## src/rtl/mps_pkg.sv

```systemverilog
// Package for the maze path search block: transaction types, codes and the
// direction step tables. No dependencies.
`default_nettype none

package mps_pkg;

    // Default sizes handed to the top level parameters
    localparam int GRID_DIM_DEF    = 16;
    localparam int STACK_DEPTH_DEF = 62;

    // Grid size register reset value
    localparam logic [4:0] GRID_SIZE_RESET = 5'd10;

    // Configuration register indexes
    localparam logic [1:0] REG_GRID_ROWS = 2'd0;
    localparam logic [1:0] REG_GRID_COLS = 2'd1;

    // Input operations
    localparam logic OP_WRITE = 1'b0;
    localparam logic OP_START = 1'b1;

    // Result status codes
    localparam logic [1:0] STAT_PATH     = 2'd0;
    localparam logic [1:0] STAT_NO_PATH  = 2'd1;
    localparam logic [1:0] STAT_OVERFLOW = 2'd2;

    // Input transaction
    typedef struct packed {
        logic       op;
        logic [3:0] cell_row;
        logic [3:0] cell_col;
        logic       wall;
    } in_item_t;

    // Result transaction
    typedef struct packed {
        logic [3:0] path_row;
        logic [3:0] path_col;
        logic [1:0] status;
        logic       last;
    } out_item_t;

    // Row step per direction, clockwise from north, two's complement
    function automatic logic [1:0] step_drow(input logic [2:0] dir);
        logic [1:0] d;
        unique case (dir)
            3'd0, 3'd1, 3'd7: d = 2'b11;
            3'd3, 3'd4, 3'd5: d = 2'b01;
            default:          d = 2'b00;
        endcase
        return d;
    endfunction

    // Column step per direction, clockwise from north, two's complement
    function automatic logic [1:0] step_dcol(input logic [2:0] dir);
        logic [1:0] d;
        unique case (dir)
            3'd1, 3'd2, 3'd3: d = 2'b01;
            3'd5, 3'd6, 3'd7: d = 2'b11;
            default:          d = 2'b00;
        endcase
        return d;
    endfunction

endpackage

`default_nettype wire

```

## src/rtl/maze_path_search_dfs.sv

```systemverilog
// Maze path search, depth first with an explicit stack held in memory.
// A cell write is taken while idle. A start first sweeps the cell memory,
// then probes the neighbors of the current cell in turn, reading the cell
// word of each in-grid neighbor that is not the exit, and pops when all are
// tried; the path then leaves item by item, the stacked cells read from the stack memory port.
// Items are taken one at a time. Reset clears control and the grid size
// registers (10 x 10); the cell and stack memories are not reset.
// Depends on mps_pkg.
`default_nettype none

module maze_path_search_dfs
    import mps_pkg::*;
#(
    parameter int GRID_DIM    = GRID_DIM_DEF,
    parameter int STACK_DEPTH = STACK_DEPTH_DEF
)
(
    input  wire logic       clk,
    input  wire logic       rst_n,

    input  wire logic       item_valid,
    output logic            item_stall,
    input  wire in_item_t   item_data,

    output logic            result_valid,
    input  wire logic       result_stall,
    output out_item_t       result_data,

    input  wire logic       cfg_valid,
    output logic            cfg_ready,
    input  wire logic [1:0] cfg_index,
    input  wire logic [4:0] cfg_data
);

    // Coordinate, address and stack widths
    localparam int CW    = $clog2(GRID_DIM);
    localparam int NW    = CW + 1;
    localparam int AW    = 2 * CW;
    localparam int CELLS = 1 << AW;
    localparam int TW    = $clog2(STACK_DEPTH + 1);
    localparam int SAW   = $clog2(STACK_DEPTH);

    // Sequencer states
    localparam logic [3:0] ST_IDLE     = 4'd0;
    localparam logic [3:0] ST_CLEAR    = 4'd1;
    localparam logic [3:0] ST_PROBE    = 4'd2;
    localparam logic [3:0] ST_CHECK    = 4'd3;
    localparam logic [3:0] ST_POP      = 4'd4;
    localparam logic [3:0] ST_OUT_RD   = 4'd5;
    localparam logic [3:0] ST_OUT_LD   = 4'd6;
    localparam logic [3:0] ST_OUT_CUR  = 4'd7;
    localparam logic [3:0] ST_OUT_EXIT = 4'd8;
    localparam logic [3:0] ST_FAIL     = 4'd9;

    localparam logic [AW-1:0] START_ADDR = {CW'(1), CW'(1)};

    typedef struct packed {
        logic [CW-1:0] row;
        logic [CW-1:0] col;
        logic [3:0]    dir;
    } stack_entry_t;

    // Cell word: wall bit and visited bit
    typedef struct packed {
        logic wall;
        logic seen;
    } cell_word_t;

    // Memories
    cell_word_t   cell_mem [CELLS];
    stack_entry_t stack_mem [STACK_DEPTH];

    // Registers
    logic [3:0]    state_reg, state_next;
    logic [4:0]    grid_rows_reg, grid_cols_reg;
    logic [NW-1:0] rows_reg, rows_next;
    logic [NW-1:0] cols_reg, cols_next;
    logic [AW:0]   clr_cnt_reg, clr_cnt_next;
    logic [CW-1:0] cur_row_reg, cur_row_next;
    logic [CW-1:0] cur_col_reg, cur_col_next;
    logic [3:0]    cur_dir_reg, cur_dir_next;
    logic [CW-1:0] nbr_row_reg, nbr_row_next;
    logic [CW-1:0] nbr_col_reg, nbr_col_next;
    logic [TW-1:0] top_reg, top_next;
    logic [TW-1:0] out_idx_reg, out_idx_next;
    logic [1:0]    fail_stat_reg, fail_stat_next;
    logic          result_valid_reg;
    out_item_t     result_data_reg;
    cell_word_t    cell_rdata_reg;
    stack_entry_t  stack_rdata_reg;

    // Memory port controls
    logic          cell_rd_en;
    logic [AW-1:0] cell_rd_addr;
    logic          cell_wr_en;
    logic [AW-1:0] cell_wr_addr;
    cell_word_t    cell_wr_data;
    logic          stack_rd_en;
    logic [SAW-1:0] stack_rd_addr;
    logic          stack_wr_en;
    stack_entry_t  stack_wr_data;

    // Output register controls
    logic          out_free;
    logic          out_load;
    out_item_t     out_item;

    // Neighbor arithmetic
    logic [1:0]    drow, dcol;
    logic [NW-1:0] nbr_row, nbr_col;
    logic          nbr_outside, nbr_exit;
    logic [AW:0]   clr_prev;

    function automatic logic [NW-1:0] size_clamp(input logic [4:0] v);
        logic [NW-1:0] s;
        if (v < 5'd3)
            s = NW'(3);
        else if (32'(v) > GRID_DIM)
            s = NW'(GRID_DIM);
        else
            s = NW'(v);
        return s;
    endfunction

    assign item_stall   = (state_reg != ST_IDLE);
    assign cfg_ready    = 1'b1;
    assign result_valid = result_valid_reg;
    assign result_data  = result_data_reg;
    assign out_free     = !result_valid_reg || !result_stall;

    // Neighbor of the current cell in the current direction
    always_comb
    begin
        drow        = step_drow(cur_dir_reg[2:0]);
        dcol        = step_dcol(cur_dir_reg[2:0]);
        nbr_row     = {1'b0, cur_row_reg} + {{(NW-2){drow[1]}}, drow};
        nbr_col     = {1'b0, cur_col_reg} + {{(NW-2){dcol[1]}}, dcol};
        // a step below zero wraps to all ones, which is beyond any grid size
        nbr_outside = (nbr_row >= rows_reg) || (nbr_col >= cols_reg);
        nbr_exit    = (nbr_row == rows_reg - NW'(2)) && (nbr_col == cols_reg - NW'(2));
        clr_prev    = clr_cnt_reg - (AW+1)'(1);
    end

    // Sequencer
    always_comb
    begin
        state_next     = state_reg;
        rows_next      = rows_reg;
        cols_next      = cols_reg;
        clr_cnt_next   = clr_cnt_reg;
        cur_row_next   = cur_row_reg;
        cur_col_next   = cur_col_reg;
        cur_dir_next   = cur_dir_reg;
        nbr_row_next   = nbr_row_reg;
        nbr_col_next   = nbr_col_reg;
        top_next       = top_reg;
        out_idx_next   = out_idx_reg;
        fail_stat_next = fail_stat_reg;

        cell_rd_en     = 1'b0;
        cell_rd_addr   = {nbr_row[CW-1:0], nbr_col[CW-1:0]};
        cell_wr_en     = 1'b0;
        cell_wr_addr   = {nbr_row_reg, nbr_col_reg};
        cell_wr_data   = '{wall: cell_rdata_reg.wall, seen: 1'b1};
        stack_rd_en    = 1'b0;
        stack_rd_addr  = out_idx_reg[SAW-1:0];
        stack_wr_en    = 1'b0;
        stack_wr_data  = '{row: cur_row_reg, col: cur_col_reg, dir: cur_dir_reg + 4'd1};

        out_load       = 1'b0;
        out_item       = '{path_row: 4'(stack_rdata_reg.row),
                           path_col: 4'(stack_rdata_reg.col),
                           status:   STAT_PATH,
                           last:     1'b0};

        unique case (state_reg)
            ST_IDLE:
            begin
                if (item_valid)
                begin
                    if (item_data.op == OP_START)
                    begin
                        rows_next    = size_clamp(grid_rows_reg);
                        cols_next    = size_clamp(grid_cols_reg);
                        clr_cnt_next = '0;
                        state_next   = ST_CLEAR;
                    end
                    else if (32'(item_data.cell_row) < GRID_DIM &&
                             32'(item_data.cell_col) < GRID_DIM)
                    begin
                        cell_wr_en   = 1'b1;
                        cell_wr_addr = {CW'(item_data.cell_row), CW'(item_data.cell_col)};
                        cell_wr_data = '{wall: item_data.wall, seen: 1'b0};
                    end
                end
            end

            // Read one entry, write back the previous one with visited cleared;
            // the start cell is marked visited on the way
            ST_CLEAR:
            begin
                if (clr_cnt_reg < (AW+1)'(CELLS))
                begin
                    cell_rd_en   = 1'b1;
                    cell_rd_addr = clr_cnt_reg[AW-1:0];
                end
                if (clr_cnt_reg != '0)
                begin
                    cell_wr_en   = 1'b1;
                    cell_wr_addr = clr_prev[AW-1:0];
                    cell_wr_data = '{wall: cell_rdata_reg.wall,
                                     seen: (clr_prev[AW-1:0] == START_ADDR)};
                end
                clr_cnt_next = clr_cnt_reg + (AW+1)'(1);
                if (clr_cnt_reg == (AW+1)'(CELLS))
                begin
                    cur_row_next = CW'(1);
                    cur_col_next = CW'(1);
                    cur_dir_next = 4'd0;
                    top_next     = '0;
                    state_next   = ST_PROBE;
                end
            end

            // Try this direction's neighbor or the exit; pop or fail when all are done
            ST_PROBE:
            begin
                if (cur_dir_reg[3])
                begin
                    if (top_reg == '0)
                    begin
                        fail_stat_next = STAT_NO_PATH;
                        state_next     = ST_FAIL;
                    end
                    else
                    begin
                        stack_rd_en   = 1'b1;
                        stack_rd_addr = SAW'(top_reg - TW'(1));
                        top_next      = top_reg - TW'(1);
                        state_next    = ST_POP;
                    end
                end
                else if (nbr_exit)
                begin
                    out_idx_next = '0;
                    state_next   = (top_reg == '0) ? ST_OUT_CUR : ST_OUT_RD;
                end
                else if (nbr_outside)
                begin
                    cur_dir_next = cur_dir_reg + 4'd1;
                end
                else
                begin
                    // a write issued last cycle is already in memory for this read
                    cell_rd_en   = 1'b1;
                    nbr_row_next = nbr_row[CW-1:0];
                    nbr_col_next = nbr_col[CW-1:0];
                    state_next   = ST_CHECK;
                end
            end

            // Neighbor word back: push and step, fail when full, or next direction
            ST_CHECK:
            begin
                if (cell_rdata_reg.wall || cell_rdata_reg.seen)
                begin
                    cur_dir_next = cur_dir_reg + 4'd1;
                    state_next   = ST_PROBE;
                end
                else if (top_reg == TW'(STACK_DEPTH))
                begin
                    fail_stat_next = STAT_OVERFLOW;
                    state_next     = ST_FAIL;
                end
                else
                begin
                    cell_wr_en   = 1'b1;
                    stack_wr_en  = 1'b1;
                    top_next     = top_reg + TW'(1);
                    cur_row_next = nbr_row_reg;
                    cur_col_next = nbr_col_reg;
                    cur_dir_next = 4'd0;
                    state_next   = ST_PROBE;
                end
            end

            ST_POP:
            begin
                cur_row_next = stack_rdata_reg.row;
                cur_col_next = stack_rdata_reg.col;
                cur_dir_next = stack_rdata_reg.dir;
                state_next   = ST_PROBE;
            end

            // Stacked cells, bottom to top
            ST_OUT_RD:
            begin
                stack_rd_en = 1'b1;
                state_next  = ST_OUT_LD;
            end

            ST_OUT_LD:
            begin
                if (out_free)
                begin
                    out_load     = 1'b1;
                    out_idx_next = out_idx_reg + TW'(1);
                    state_next   = (out_idx_reg + TW'(1) == top_reg) ? ST_OUT_CUR : ST_OUT_RD;
                end
            end

            ST_OUT_CUR:
            begin
                out_item = '{path_row: 4'(cur_row_reg), path_col: 4'(cur_col_reg),
                             status: STAT_PATH, last: 1'b0};
                if (out_free)
                begin
                    out_load   = 1'b1;
                    state_next = ST_OUT_EXIT;
                end
            end

            ST_OUT_EXIT:
            begin
                out_item = '{path_row: 4'(rows_reg - NW'(2)),
                             path_col: 4'(cols_reg - NW'(2)),
                             status: STAT_PATH, last: 1'b1};
                if (out_free)
                begin
                    out_load   = 1'b1;
                    state_next = ST_IDLE;
                end
            end

            ST_FAIL:
            begin
                out_item = '{path_row: 4'd0, path_col: 4'd0,
                             status: fail_stat_reg, last: 1'b1};
                if (out_free)
                begin
                    out_load   = 1'b1;
                    state_next = ST_IDLE;
                end
            end

            default:
            begin
                state_next = ST_IDLE;
            end
        endcase
    end

    // Control registers
    always_ff @(posedge clk or negedge rst_n)
    begin
        if (!rst_n)
        begin
            state_reg        <= ST_IDLE;
            grid_rows_reg    <= GRID_SIZE_RESET;
            grid_cols_reg    <= GRID_SIZE_RESET;
            result_valid_reg <= 1'b0;
            top_reg          <= '0;
            clr_cnt_reg      <= '0;
            out_idx_reg      <= '0;
        end
        else
        begin
            state_reg   <= state_next;
            top_reg     <= top_next;
            clr_cnt_reg <= clr_cnt_next;
            out_idx_reg <= out_idx_next;
            if (cfg_valid && cfg_index == REG_GRID_ROWS)
                grid_rows_reg <= cfg_data;
            if (cfg_valid && cfg_index == REG_GRID_COLS)
                grid_cols_reg <= cfg_data;
            if (out_load)
                result_valid_reg <= 1'b1;
            else if (!result_stall)
                result_valid_reg <= 1'b0;
        end
    end

    // Search datapath registers
    always_ff @(posedge clk)
    begin
        rows_reg      <= rows_next;
        cols_reg      <= cols_next;
        cur_row_reg   <= cur_row_next;
        cur_col_reg   <= cur_col_next;
        cur_dir_reg   <= cur_dir_next;
        nbr_row_reg   <= nbr_row_next;
        nbr_col_reg   <= nbr_col_next;
        fail_stat_reg <= fail_stat_next;
        if (out_load)
            result_data_reg <= out_item;
    end

    // Cell memory: one read, one write port, registered read data
    always_ff @(posedge clk)
    begin
        if (cell_wr_en)
            cell_mem[cell_wr_addr] <= cell_wr_data;
        if (cell_rd_en)
            cell_rdata_reg <= cell_mem[cell_rd_addr];
    end

    // Stack memory: read data holds until the next read
    always_ff @(posedge clk)
    begin
        if (stack_wr_en)
            stack_mem[top_reg[SAW-1:0]] <= stack_wr_data;
        if (stack_rd_en)
            stack_rdata_reg <= stack_mem[stack_rd_addr];
    end

endmodule

`default_nettype wire
```

## config.mk

```make
export PLATFORM = sky130hd
export DESIGN_NAME = maze_path_search_dfs
export DESIGN_NICKNAME = d
export VERILOG_FILES = /design/src/rtl/mps_pkg.sv /design/src/rtl/maze_path_search_dfs.sv
export SDC_FILE = /design/constraint.sdc
export NUM_CORES = 2
export LEC_CHECK = 0
export ABC_AREA = 1
export BUFFER_PORTS_ARGS = -buffer_cell sky130_fd_sc_hd__buf_2
export CAP_MARGIN = 20
export CORE_ASPECT_RATIO = 0.5
export CORE_UTILIZATION = 35
export CTS_BUF_LIST = sky130_fd_sc_hd__clkbuf_4 sky130_fd_sc_hd__clkbuf_8 sky130_fd_sc_hd__clkbuf_16
export CTS_CLUSTER_DIAMETER = 30
export DETAILED_ROUTE_END_ITERATION = 12
export PLACE_DENSITY = 0.46
export SLEW_MARGIN = 20
export SYNTH_ARGS = -nofsm -noshare
export SYNTH_HDL_FRONTEND = slang
export SYNTH_SLANG_ARGS = --single-unit
```

## constraint.sdc

```tcl
create_clock -name clk -period 11.25 [get_ports clk]
set_input_delay 0.5625 -clock clk [delete_from_list [all_inputs] [get_ports clk]]
set_output_delay 0.5625 -clock clk [all_outputs]
set_load 0.02 [all_outputs]
```

==> summary.txt <==
Global route
  • Total grt overflow: 0
  • GR Util All Layers: 20.2%
  • Vias in the first global route: 40.1k
  • First-pass GRT wire length: 263 mm
  • Largest net degree at the start of global routing: roughly 260
  • Antenna violations before repair: 3

Critical path
  • CP startpoint kind: register
  • Worst setup EP type: register
  • Arr. time, crit path: 6.14 ns
  • Crit path required time: around 12 ns
  • Setup Crit Path Kind: register to register
  • Worst-path maximum fanout: approximately 90

STA
  • Worst slew pin tran: 1.21 ns
  • Final setup violation count: 0
  • Slew headroom: 18.8%
  • Max Fclk: 180 MHz
  • RSZ-0062 raised after global routing: false
  • Skew final: 0.0465 ns
  • Hold_ws: ~0.16 ns
  • Final hold violations: 0
  • Min Tclk post-route: 5.57 ns
  • Total Neg Setup Slack: 0 ns
  • Slew Viols, Final: 0
  • Period utilisation layout: 49.5%

Synth
  • Avg Cell Area, Syn: 10.8 um^2
  • Synth warn: 0
  • Mapped Area: between 60,000 and 70,000 um^2
  • Number of synthesized flops with an enable pin: roughly 1.3k
  • Synth unique cells: 61
  • Largest area contributor in the netlist: edfxtp_1
  • Cells after Synth: 5,566
  • Sequential area share after synthesis: 66.8%
  • Share of the synthesized area in the top cell type: roughly two thirds
  • Synth top area cells: edfxtp_1, nand2_1, nand3_1
  • Seq cells post-synth: 1,349
  • Most used DFF post-synth: edfxtp_1
  • Ys async rst share: 2.67%
  • Synth Net Count: 5,626

Clock tree
  • CTS Sinks: 1,349
  • Worst-path clk slew: 0.05 ns
  • CTS tree: built
  • Root Buffer: clkbuf_16
  • Worst-Skew Late Latency: 0.85 ns
  • Cts bufs inserted: 231
  • H-tree lvl count: 4
  • Bufs on Longest Clock Path: 4

Routing
  • WL/cell: around 22 um
  • Drt first pass iters: 5
  • Via count: between 40k and 50k
  • Total length of routed wires: approximately 180 mm
  • DRC violations left: 0
  • ANT nets after route: 0
  • Vias per std cell: 5.10
  • Initial detailed-routing violation count: 3,717

Floorplan
  • I/O Pins: 36
  • Die X-Extent: 589 um
  • Starting density of the core: 35.4%
  • Die Footprint: about 170,000 um^2
  • Rows: 107
  • Die height: 296 um
  • Core Box Area: 171,000 um^2

Final layout
  • Layout overhead on the synthesized area: 17.0%
  • Post-route core utilization: 41.4%
  • Share of layout cells above drive strength 1: 11.4%
  • Nets: 5,647
  • Max reg flops: 744

Placed design
  • Hpwl dp: approximately 95 mm
  • GP Congestion: 0.841
  • IO Port Bufs: 34

Run
  • # Max-Cap Violations: 0

Run status
  • Outcome: finished, final reports clean

Hold path
  • HP Class: input port to register
## final cells by class
cell class              count  area, um^2
clock buffers             251        5970
clock inverters           173        1870
repair buffers            124        1010
fillers                 16167      100000
multi-input cells        3391       16700
diodes                      3        7.51
flip-flops and latches   1349       40300
well taps                2289        2860
inverters                 490        1850
## path summary, 6_finish.rpt
kind                                endpoint  slack (ns)           start  depth (start not counted)
setup / recovery           cell_rdata_reg[0]        5.68    state_reg[0]                         15
hold / removal                  result_valid        0.16    result_stall                          3
setup reg to reg           cell_rdata_reg[0]        5.68    state_reg[0]                         15
hold reg to reg               out_idx_reg[4]        0.48  out_idx_reg[4]                          2
max in group asynchronous   grid_cols_reg[0]       10.28           rst_n                          2
min in group asynchronous     clr_cnt_reg[4]        0.40           rst_n                          2
## timing repair
action / 4_1_cts / 5_1_grt
setup endpoints to repair: 0 / 0
buffers inserted: 0 / 0
hold endpoints to repair: 42 / 0
gates resized for setup: 0 / 0
hold buffers: 6 / 0
## placed cells by master, fill, tap and decap left out, drive strengths merged, types with 2 or more instances in the layout
cell type / synthesis / final
clkinvlp: 0 / 28
o21bai: 8 / 8
dlygate4sd3: 0 / 6
inv: 486 / 521
nor3: 16 / 16
bufinv: 0 / 27
nand3b: 125 / 125
clkbuf: 89 / 251
clkinv: 4 / 87
edfxtp: 1313 / 1313
nor2: 444 / 444
o311ai: 2 / 2
nor4: 2 / 2
diode: 0 / 3
nand3: 844 / 844
o21a: 2 / 2
ha: 36 / 36
o22ai: 8 / 8
dfrtp: 32 / 32
nand2: 1397 / 1397
a21oi: 27 / 27
xnor2: 7 / 7
fa: 2 / 2
a21boi: 3 / 3
o211ai: 219 / 219
xor2: 23 / 23
buf: 247 / 118
nor3b: 3 / 3
o31ai: 3 / 3
dfstp: 4 / 4
o21ai: 190 / 190
and2: 2 / 2
nand4: 13 / 13
or2: 2 / 2
a211oi: 2 / 2
o221ai: 2 / 2
## worst max-delay path: stages (launching register included)
cell and delay (ns):
dfrtp_1 0.57, inv_1 0.11, nor2_1 0.22, nand2_1 0.33, nand2_4 0.73, buf_4 0.92, buf_4 0.82, nand3b_1 0.15
nand3_1 0.13, nand3_1 0.12, nand3_1 0.14, nand3_1 0.12, nand3_1 0.21, nand3_1 0.24, nand3_1 0.15, nand2_1 0.05
## synth_stat cells, drive strengths merged, types with 3 or more instances
master  count
nor3b       3
nand2    1397
clkinv      4
nor2      444
nor3       16
edfxtp   1313
ha         36
o21ai     190
a21boi      3
o21bai      8
nand3     844
o22ai       8
o31ai       3
xnor2       7
buf       247
o211ai    219
nand3b    125
clkbuf     89
xor2       23
nand4      13
dfstp       4
dfrtp      32
inv       486
a21oi      27
## routing by layer
metal | share of wire, % | track usage [%]
met1 | 47 | 28.7
met2 | 45 | 32.0
met3 | 5.5 | 3.06
met4 | 2.6 | 5.77
met5 | 0 | 0
## kinds of logic (layout without fill, tap and decap cells)
logic type	Yosys count	in the layout	share of synthesized area, %
AOI/OAI and AO/OA	473	473	5.08
xor gates and xnor gates	30	30	0.435
adders and majority gates	38	38	0.813
buffers and inverters	826	1038	5.85
DFF	1349	1349	66.8
other	1	4	0.00621
and+or+nand+nor	2849	2849	21.0
## metrics by stage
step	instance area (um^2)	setup slack, ns	cells
after detailed placement	62600	5.76	7634
final	70600	5.68	8070
after global routing	70600	5.38	8068
after floorplan	60400	1.30	5566
after CTS	70500	5.71	8064
after global placement	62600	5.83	7634
Power is not shown: default switching activity piles up to over one toggle a cycle in this logic, so the estimate is an artifact.
